**config.mk**
```make
export PLATFORM = sky130hd
export DESIGN_NAME = integer_to_ascii_formatter
export DESIGN_NICKNAME = d
export VERILOG_FILES = /design/src/rtl/itaf_pkg.sv /design/src/rtl/itaf_ctrl.sv /design/src/rtl/itaf_datapath.sv /design/src/rtl/integer_to_ascii_formatter.sv
export SDC_FILE = /design/constraint.sdc
export NUM_CORES = 1
export LEC_CHECK = 0
export BUFFER_PORTS_ARGS = -buffer_cell sky130_fd_sc_hd__buf_2
export CAP_MARGIN = 20
export CORE_UTILIZATION = 65
export CTS_CLUSTER_DIAMETER = 30
export CTS_CLUSTER_SIZE = 30
export DETAILED_ROUTE_END_ITERATION = 8
export PLACE_DENSITY_LB_ADDON = 0.3
export SYNTH_ARGS = -nofsm -noshare
export SYNTH_HDL_FRONTEND = slang
export SYNTH_SLANG_ARGS = --single-unit
```
**constraint.sdc**
```tcl
create_clock -name clk -period 7.2 [get_ports clk]
set_input_delay 0.72 -clock clk [delete_from_list [all_inputs] [get_ports clk]]
set_output_delay 0.72 -clock clk [all_outputs]
set_load 0.1 [all_outputs]
```
**src/rtl/itaf_pkg.sv**
```systemverilog
`timescale 1ns / 1ps
// ----------------------------------------------------------------------------
// itaf_pkg
// Shared types, constants and the digit glyph function of the formatter.
// ----------------------------------------------------------------------------
package itaf_pkg;

    localparam int BIN_W              = 64;
    localparam int DIGIT_W            = 4;
    localparam int STORE_DEPTH        = 20;
    localparam int COUNT_W            = 5;
    localparam int STEP_CNT_W         = 6;
    localparam int PAD_W              = 5;
    localparam int CHAR_W             = 7;
    localparam int DEC_DIGITS_DEFAULT = 20;
    localparam int HEX_DIGITS_DEFAULT = 16;

    localparam logic [STEP_CNT_W-1:0] LAST_STEP   = STEP_CNT_W'(BIN_W - 1);
    localparam logic [CHAR_W-1:0]     CHAR_ZERO   = 7'h30;
    localparam logic [CHAR_W-1:0]     CHAR_LETTER = 7'h37;
    localparam logic [DIGIT_W-1:0]    DIGIT_TEN   = 4'd10;

    typedef enum logic [1:0] {
        ST_IDLE,
        ST_CONV,
        ST_TRIM,
        ST_EMIT
    } state_t;

    typedef struct packed {
        logic load;
        logic dab_step;
        logic trim_step;
        logic emit;
    } ctrl_cmd_t;

    typedef struct packed {
        logic skip_conv;
        logic conv_done;
        logic trim_done;
        logic last_digit;
        logic out_free;
    } ctrl_stat_t;

    function automatic logic [CHAR_W-1:0] glyph(input logic [DIGIT_W-1:0] d);
        logic [CHAR_W-1:0] ext;
        ext = {{(CHAR_W-DIGIT_W){1'b0}}, d};
        if (d < DIGIT_TEN)
            return CHAR_ZERO + ext;
        else
            return CHAR_LETTER + ext;
    endfunction

endpackage

```
**src/rtl/itaf_ctrl.sv**
```systemverilog
`timescale 1ns / 1ps
// ----------------------------------------------------------------------------
// itaf_ctrl
// Sequencer: accept, decimal conversion steps, leading-zero trim, emission.
// ----------------------------------------------------------------------------
module itaf_ctrl (
    input  logic                 clk,
    input  logic                 rst_n,
    input  logic                 s_tvalid,
    output logic                 s_tready,
    input  itaf_pkg::ctrl_stat_t stat,
    output itaf_pkg::ctrl_cmd_t  cmd
);

    itaf_pkg::state_t state_reg;
    itaf_pkg::state_t state_next;

    always_ff @(posedge clk or negedge rst_n)
    begin
        if (!rst_n)
            state_reg <= itaf_pkg::ST_IDLE;
        else
            state_reg <= state_next;
    end

    always_comb
    begin
        state_next = state_reg;
        unique case (state_reg)
            itaf_pkg::ST_IDLE:
            begin
                if (s_tvalid)
                    state_next = stat.skip_conv ? itaf_pkg::ST_TRIM : itaf_pkg::ST_CONV;
            end
            itaf_pkg::ST_CONV:
            begin
                if (stat.conv_done)
                    state_next = itaf_pkg::ST_TRIM;
            end
            itaf_pkg::ST_TRIM:
            begin
                if (stat.trim_done)
                    state_next = itaf_pkg::ST_EMIT;
            end
            itaf_pkg::ST_EMIT:
            begin
                if (stat.out_free && stat.last_digit)
                    state_next = itaf_pkg::ST_IDLE;
            end
            default:
            begin
                state_next = itaf_pkg::ST_IDLE;
            end
        endcase
    end

    always_comb
    begin
        cmd      = '0;
        s_tready = 1'b0;
        unique case (state_reg)
            itaf_pkg::ST_IDLE:
            begin
                s_tready = 1'b1;
                cmd.load = s_tvalid;
            end
            itaf_pkg::ST_CONV:
            begin
                cmd.dab_step = 1'b1;
            end
            itaf_pkg::ST_TRIM:
            begin
                cmd.trim_step = !stat.trim_done;
            end
            itaf_pkg::ST_EMIT:
            begin
                cmd.emit = stat.out_free;
            end
            default:
            begin
                cmd = '0;
            end
        endcase
    end

endmodule

```
**src/rtl/itaf_datapath.sv**
```systemverilog
`timescale 1ns / 1ps
// ----------------------------------------------------------------------------
// itaf_datapath
// Digit register, shift-add-3 converter, digit count and output register.
// ----------------------------------------------------------------------------
module itaf_datapath #(
    parameter int MaxDecDigits = itaf_pkg::DEC_DIGITS_DEFAULT,
    parameter int MaxHexDigits = itaf_pkg::HEX_DIGITS_DEFAULT
) (
    input  logic                         clk,
    input  logic                         rst_n,
    input  logic                         in_hex,
    input  logic [itaf_pkg::BIN_W-1:0]   in_value,
    input  logic [itaf_pkg::PAD_W-1:0]   in_pad,
    input  itaf_pkg::ctrl_cmd_t          cmd,
    output itaf_pkg::ctrl_stat_t         stat,
    input  logic                         out_ready,
    output logic                         out_valid,
    output logic [itaf_pkg::CHAR_W-1:0]  out_char,
    output logic                         out_last
);

    localparam int Depth  = itaf_pkg::STORE_DEPTH;
    localparam int DW     = itaf_pkg::DIGIT_W;
    localparam int BW     = itaf_pkg::BIN_W;
    localparam int CW     = itaf_pkg::COUNT_W;
    localparam int DecLim = (MaxDecDigits < Depth) ? MaxDecDigits : Depth;
    localparam int HexLim = (MaxHexDigits < Depth) ? MaxHexDigits : Depth;
    localparam logic [BW-1:0] HexKeep =
        (HexLim * DW >= BW) ? {BW{1'b1}} : ((BW'(1) << (HexLim * DW)) - BW'(1));
    localparam logic [Depth*DW-1:0] DecKeep =
        (DecLim >= Depth) ? {(Depth*DW){1'b1}}
                          : (((Depth*DW)'(1) << (DecLim * DW)) - (Depth*DW)'(1));
    localparam logic [CW-1:0] HexLimC = CW'(HexLim);
    localparam logic [CW-1:0] DecLimC = CW'(DecLim);
    localparam logic [CW-1:0] One     = CW'(1);

    logic [Depth-1:0][DW-1:0]          digits_reg, digits_next;
    logic [BW-1:0]                     bin_reg, bin_next;
    logic [itaf_pkg::STEP_CNT_W-1:0]   cnt_reg, cnt_next;
    logic [CW-1:0]                     ndig_reg, ndig_next;
    logic [CW-1:0]                     pad_reg, pad_next;
    logic                              hex_reg, hex_next;
    logic                              zero_reg, zero_next;
    logic                              hex_high_reg, hex_high_next;
    logic                              valid_reg, valid_next;
    logic [itaf_pkg::CHAR_W-1:0]       char_reg, char_next;
    logic                              last_reg, last_next;

    logic [Depth-1:0][DW-1:0]          adj;
    logic [Depth*DW+BW-1:0]            cat;
    logic [DW-1:0]                     top_digit;
    logic                              dec_high;
    logic                              high;
    logic [CW-1:0]                     floor_cnt;
    logic [CW-1:0]                     idx;
    logic [CW-1:0]                     pad_sat;
    logic                              in_zero;

    always_comb
    begin
        for (int i = 0; i < Depth; i++)
            adj[i] = (digits_reg[i] >= DW'(5)) ? digits_reg[i] + DW'(3) : digits_reg[i];
    end

    assign cat       = {adj, bin_reg} << 1;
    assign idx       = ndig_reg - One;
    assign top_digit = digits_reg[idx];
    assign dec_high  = |(digits_reg & ~DecKeep);
    assign high      = hex_reg ? hex_high_reg : dec_high;
    assign in_zero   = (in_value == '0);
    assign pad_sat   = (in_pad > HexLimC) ? HexLimC : in_pad;

    always_comb
    begin
        priority if (zero_reg)
            floor_cnt = One;
        else if (high)
            floor_cnt = hex_reg ? HexLimC : DecLimC;
        else if (hex_reg && (pad_reg != '0))
            floor_cnt = pad_reg;
        else
            floor_cnt = One;
    end

    assign stat.skip_conv  = in_hex || in_zero;
    assign stat.conv_done  = (cnt_reg == itaf_pkg::LAST_STEP);
    assign stat.trim_done  = (ndig_reg <= floor_cnt) || (top_digit != '0);
    assign stat.last_digit = (ndig_reg == One);
    assign stat.out_free   = !valid_reg || out_ready;

    always_comb
    begin
        digits_next   = digits_reg;
        bin_next      = bin_reg;
        cnt_next      = cnt_reg;
        ndig_next     = ndig_reg;
        pad_next      = pad_reg;
        hex_next      = hex_reg;
        zero_next     = zero_reg;
        hex_high_next = hex_high_reg;
        valid_next    = valid_reg && !out_ready;
        char_next     = char_reg;
        last_next     = last_reg;
        if (cmd.load)
        begin
            digits_next   = in_hex ? (Depth*DW)'(in_value) : '0;
            bin_next      = in_value;
            cnt_next      = '0;
            ndig_next     = in_hex ? HexLimC : DecLimC;
            pad_next      = pad_sat;
            hex_next      = in_hex;
            zero_next     = in_zero;
            hex_high_next = |(in_value & ~HexKeep);
        end
        if (cmd.dab_step)
        begin
            digits_next = cat[Depth*DW+BW-1:BW];
            bin_next    = cat[BW-1:0];
            cnt_next    = cnt_reg + itaf_pkg::STEP_CNT_W'(1);
        end
        if (cmd.trim_step)
            ndig_next = ndig_reg - One;
        if (cmd.emit)
        begin
            valid_next = 1'b1;
            char_next  = itaf_pkg::glyph(top_digit);
            last_next  = (ndig_reg == One);
            ndig_next  = ndig_reg - One;
        end
    end

    always_ff @(posedge clk or negedge rst_n)
    begin
        if (!rst_n)
        begin
            cnt_reg   <= '0;
            ndig_reg  <= '0;
            valid_reg <= 1'b0;
        end
        else
        begin
            cnt_reg   <= cnt_next;
            ndig_reg  <= ndig_next;
            valid_reg <= valid_next;
        end
    end

    always_ff @(posedge clk)
    begin
        digits_reg   <= digits_next;
        bin_reg      <= bin_next;
        pad_reg      <= pad_next;
        hex_reg      <= hex_next;
        zero_reg     <= zero_next;
        hex_high_reg <= hex_high_next;
        char_reg     <= char_next;
        last_reg     <= last_next;
    end

    assign out_valid = valid_reg;
    assign out_char  = char_reg;
    assign out_last  = last_reg;

endmodule

```
**src/rtl/integer_to_ascii_formatter.sv**
```systemverilog
`timescale 1ns / 1ps
// ----------------------------------------------------------------------------
// integer_to_ascii_formatter
// Sequence: hex loads the digits directly, then trims leading zeros; decimal
//   loads, runs shift-add-3 steps (skipped for zero), trims, then the first beat.
// Throughput: one character beat per cycle once emission starts, while m_tready
//   is high; one item at a time, a new one once the last beat has been loaded.
// Reset: rst_n clears the sequencer, digit count and output valid at once.
// ----------------------------------------------------------------------------
module integer_to_ascii_formatter #(
    parameter int MAX_DEC_DIGITS = itaf_pkg::DEC_DIGITS_DEFAULT,
    parameter int MAX_HEX_DIGITS = itaf_pkg::HEX_DIGITS_DEFAULT
) (
    input  logic        clk,
    input  logic        rst_n,
    input  logic        s_tvalid,
    output logic        s_tready,
    input  logic [71:0] s_tdata,   // value[63:0], pad_width[68:64], zero fill
    input  logic [0:0]  s_tuser,   // action (radix select)
    output logic        m_tvalid,
    input  logic        m_tready,
    output logic [7:0]  m_tdata,   // char_code[6:0], zero fill
    output logic        m_tlast
);

    itaf_pkg::ctrl_cmd_t           cmd;
    itaf_pkg::ctrl_stat_t          stat;
    logic [itaf_pkg::CHAR_W-1:0]   out_char;

    itaf_ctrl u_ctrl (
        .clk      (clk),
        .rst_n    (rst_n),
        .s_tvalid (s_tvalid),
        .s_tready (s_tready),
        .stat     (stat),
        .cmd      (cmd)
    );

    itaf_datapath #(
        .MaxDecDigits (MAX_DEC_DIGITS),
        .MaxHexDigits (MAX_HEX_DIGITS)
    ) u_datapath (
        .clk       (clk),
        .rst_n     (rst_n),
        .in_hex    (s_tuser[0]),
        .in_value  (s_tdata[itaf_pkg::BIN_W-1:0]),
        .in_pad    (s_tdata[itaf_pkg::BIN_W+itaf_pkg::PAD_W-1:itaf_pkg::BIN_W]),
        .cmd       (cmd),
        .stat      (stat),
        .out_ready (m_tready),
        .out_valid (m_tvalid),
        .out_char  (out_char),
        .out_last  (m_tlast)
    );

    assign m_tdata = {1'b0, out_char};

    a_busy_after_accept: assert property (@(posedge clk) disable iff (!rst_n)
        s_tvalid && s_tready |=> !s_tready)
        else $error("input accepted again before item finished");

    a_emit_only_when_free: assert property (@(posedge clk) disable iff (!rst_n)
        cmd.emit |-> stat.out_free)
        else $error("beat loaded over a pending beat");

    a_beats_contiguous: assert property (@(posedge clk) disable iff (!rst_n)
        m_tvalid && m_tready && !m_tlast |=> m_tvalid)
        else $error("gap inside a number");

endmodule
```
* Word-level counts from Yosys, hierarchy flattened *
Cells that the tools add are included.

storage, ports and cells
  flip-flop bits (word level) = 173
  input bits = 77
  logic and storage cells = 152

operators by class
  add/sub/neg operators = 24
  $lt $le $gt $ge = 24
  equality and inequality tests = 9
  muxes and demuxes = 48
  reduce and logical (&&, ||, !) cells = 16

operators by type and width
  cell                   number
  $mux W64               3
  $mux W80               2
  $ge A4 B3 Y1 const B   20
  $mux W4                20
  $add A4 B2 Y4 const B  19
  $logic_not A64 Y1      1
  $mux W5                5
  $bmux W4 S5            1
  $add A6 B4 Y7 const A  2
  $mux W6                2
  $mux W2                5
  $pmux W2 S4            1
  $mux W7                1
  $add A6 B1 Y6 const B  1
  $eq A6 B6 Y1 const B   1
  $lt A5 B6 Y1 const B   1
  $mux W1                6
  $mux W3                2
  $eq A5 B1 Y1 const B   1
  $gt A5 B5 Y1 const B   1
  $le A5 B5 Y1           1
  $reduce_bool A5 Y1     1
  $sub A5 B1 Y5 const B  1
  $eq A2 B2 Y1 const B   2
  other kinds (13)       21

* Depth between registers and ports, before layout *
  depth in word-level cells = 10
  depth in mapped cells = 16

* By module *
Synthesis repeated with hierarchy kept, for this count alone.

unflattened totals
  cell total of the unflattened synthesis = 846
  area, all modules = 10049.6 sq um

by module, submodules not included
  module                      instances  cells an instance  area an instance (sq um)
  itaf_datapath               1          824                9814.4
  itaf_ctrl                   1          20                 224.0
  integer_to_ascii_formatter  1          2                  11.3

* Worst setup path after synthesis *
OpenSTA, ideal clock, no wires.

  path type = reg-to-reg
  start = register u_ctrl.state_reg[0]
  end = register u_datapath.cnt_reg[2] (netlist name)
  library setup time = 0.129 ns
  data arrival time = 5.401 ns
  slack = 1.669 ns
  stages on the path, launching flop included = 9
  clock period less this slack = 5.531 ns
  path through = dfrtp_1 > inv_1 > ha_1 > nand2_1 > clkbuf_1 > nand2_1 > o21ai_0 > nand2_1 > o21ai_0

on the way
  cells in the longest elaborated chain, start to end = 3

RTL lines
  item                                                     RTL line              text
  start: declaration                                       itaf_ctrl.sv:15       itaf_pkg::state_t state_reg;
  start signal: assignment                                 itaf_ctrl.sv:21       state_reg <= itaf_pkg::ST_IDLE;
  start signal: assignment                                 itaf_ctrl.sv:23       state_reg <= state_next;
  $eq A2 B1 Y1 / $logic_not A2 Y1 (equally long branches)  itaf_ctrl.sv:61       unique case (state_reg)
  $mux W1                                                  itaf_ctrl.sv:61
  $mux W6 / $reduce_bool A2 Y1 (equally long branches)     -
  end signal: assignment                                   itaf_datapath.sv:143  cnt_reg <= cnt_next;
  end: declaration                                         itaf_datapath.sv:40   logic [itaf_pkg::STEP_CNT_W-1:0] cnt_reg, cnt_next;

Several ways; a longest one is shown, not always the timed one.
A chain may end at the register's enable or synchronous reset.

* Worst setup path after layout *
  start = register u_datapath.ndig_reg[0]
  end = register u_ctrl.state_reg[0]

on the way
  cells in the longest elaborated chain, start to end = 7

RTL lines
  item                                  RTL line              text
  start: declaration                    itaf_datapath.sv:41   logic [CW-1:0] ndig_reg, ndig_next;
  start signal: assignment              itaf_datapath.sv:144  ndig_reg <= ndig_next;
  $sub A5 B1 Y5                         itaf_datapath.sv:67   assign idx = ndig_reg - One;
  $bmux W4 S5                           itaf_datapath.sv:68   assign top_digit = digits_reg[idx];
  $mux W4 (implied by the code)         itaf_datapath.sv:68
  $reduce_bool A4 Y1                    itaf_datapath.sv:88   assign stat.trim_done = (ndig_reg <= floor_cnt) || (top_digit != '0);
  $logic_or A1 B1 Y1                    itaf_datapath.sv:88
  $ne A2 B1 Y1 (no source line)         -
  $reduce_and A4 Y1 (no source line) *  -

Mark *: on every way between the ends. The rest lies on a longest branch, timed or not. The select of a mux whose other input is x is not followed.

==> out/results.ini <==
[critical_path]
startpoint_type=flip-flop
crit_path_end_kind=flip-flop
critPathKind=reg2reg
arrival_ns=4.68
worstPathRequired_ns=7.51
critical_path.max_fanout=23

[yosys]
synthesis.area_um2=10200
synth_edf_count=158
synth_cell_types=55
syn_nets=1156
syn_inst=1025
synth_async_sr_flop_share=0.0809
yosysSeqAreaShare=0.502
yosys_warnings=0
ys_seq_elements=173
syn_area_per_cell_um2=9.93
synth_top_flop_cell=edfxtp_1

[global_route]
grt_max_degree=84
antenna_found_initial=0
grt_pass1_vias=7274
grt_most_used_layer=met2
use_met3=0.0620
overflow=0
grt_use_met1=0.400
gr-usage-met2=0.473
grt_pass1_wl_mm=36.6
grt_use_total=0.294

[sta]
fin_crit_ns=4.37
slew_viol_final=0
skew_ns=0.00527
rsz0062_at_grt=no
max_slew_margin=0.437
fmax_mhz=229
final-setup-viol-count=0
tightest_slew_ns=0.844
hold_slack_ns=0.183
tns_ns=0
min_period_over_period=0.607
hold_viol_final=0

[clocking]
cts_root_buf=clkbuf_16
post-cts-setup-buffers=0
clock_path_buffers=2
cts-resized-gates=0
clkTransAtPathRegs_ns=0.06
worstSkewPairLatency_ns=0.43
clock-sinks=173
cts_hold_buf=0
htreeDepth=4
cts_tree=built
cts_buffers=17

[routing]
first_pass_iters=7
drt_iter0_drc=798
drcViolationCount=0
wirelength_mm=22.8
vias=7898
viasPerCell=6.04
antenna_left=0
wire_per_inst_um=17.4

[power]
worst_ir_drop_vdd_mv=0.456
leakage_nw=4.31
p_per_area_nw_per_um2=545
power_mw=6.19

[cells_and_area]
largest_reg_flops=80
diodes=0
most-common-layout-cells=nand2_1 (226), edfxtp_1 (158), o21ai_0 (144)
layout-drive-gt1-share=0.135
nNetsFinal=1216
stdcell_count=1308
area.growth.synth_to_final_pct=11.4
layout_commonest_cell=nand2_1
fill_cells=1075
fin_util=0.743

[floorplan]
dieArea_um2=16200
dieWidth_um=127
die_h_um=127
core_region_area_um2=15300
start_util=0.667
boundaryPins=88
rows=45

[placement]
port_buffers=83
dp_hpwl_mm=15.2
dp_cells=1277
globalplace.congestion=0.875

[job]
maxCapViolations=0

[worst_hold_path]
hp-class=in2async

[outcome]
status=finished, final reports clean

critical path: stages (launching register included):
cell	delay, ns
dfrtp_1	0.32
buf_4	0.33
inv_1	0.23
ha_1	0.35
xnor2_1	0.61
buf_4	0.31
mux2i_1	0.25
o22ai_1	0.12
a31oi_1	0.52
ha_1	0.28
o211ai_1	0.14
a2111oi_4	0.46
a21oi_1	0.16
a2bb2oi_1	0.17
area by class of cell:
class / count / area [um2] / area share
Sequential cell: 173 / 5110 / 0.451
Inverter: 49 / 184 / 0.0162
Tap cell: 211 / 264 / 0.0233
Clock buffer: 19 / 433 / 0.0382
Multi-Input combinational cell: 752 / 4690 / 0.414
Clock inverter: 12 / 170 / 0.0150
Timing Repair Buffer: 92 / 483 / 0.0426
worst paths after layout:
check                                       start                endpoint  slack, ns  cells after the start
max                        u_datapath.ndig_reg[0]     u_ctrl.state_reg[0]       2.83                     13
min                                         rst_n   u_datapath.cnt_reg[0]       0.18                      1
max reg2reg                u_datapath.ndig_reg[0]     u_ctrl.state_reg[0]       2.83                     13
min reg2reg                 u_datapath.bin_reg[0]   u_datapath.bin_reg[0]       0.48                      2
max in group asynchronous                   rst_n  u_datapath.ndig_reg[2]       6.77                      1
min in group clk            u_datapath.bin_reg[0]   u_datapath.bin_reg[0]       0.48                      2
power by group:
| group | leakage (nW) | internal (mW) | total, mW | switching, mW |
|---|---|---|---|---|
| Combinational | 2.28 | 1.09 | 2.94 | 1.84 |
| Clock | 0.288 | 0.576 | 0.957 | 0.381 |
| Sequential | 1.74 | 1.88 | 2.29 | 0.408 |
synth_stat cells, drive strengths merged (3+ instances only):
master	number	share of area
edfxtp	158	0.47
clkbuf	38	0.014
mux2i	16	0.016
nor3b	17	0.013
nor3	9	0.0049
o31ai	16	0.012
nor2b	12	0.0074
a21oi	66	0.034
inv	49	0.018
buf	13	0.0074
mux4	17	0.038
xor2	22	0.019
nand4	5	0.0031
o21a	3	0.0022
xnor2	23	0.020
nor2	45	0.017
nand3	3	0.0015
nor4	17	0.010
nand2	227	0.084
o21ai	144	0.071
and2	3	0.0018
dfrtp	14	0.034
ha	54	0.066
nand2b	24	0.015
metal layers:
metal	up-vias	share of wire
met5	-	0
met4	0	0.018
met3	33	0.074
met2	345	0.48
met1	3770	0.43
li1	3750	-
logic make-up (layout without fill, tap and decap cells):
family,count (synthesis),after routing,share of synthesized area
mux,34,34,0.0547
fa+ha+maj,54,54,0.0664
xor+xnor,45,45,0.0387
flops,173,173,0.502
simple gates,373,373,0.165
compound gates,245,245,0.133
buf+inv,100,172,0.0395
other cells,1,1,0.000368
stage by stage:
step                      area [um2]  worst slack, ns
after CTS                      11300             2.82
after global routing           11300             2.50
final                          11300             2.83
after floorplan                10200             1.67
after detailed placement       10700             2.92
after global placement         10700             2.98
Note: power is estimated with default switching activity, not from simulation.
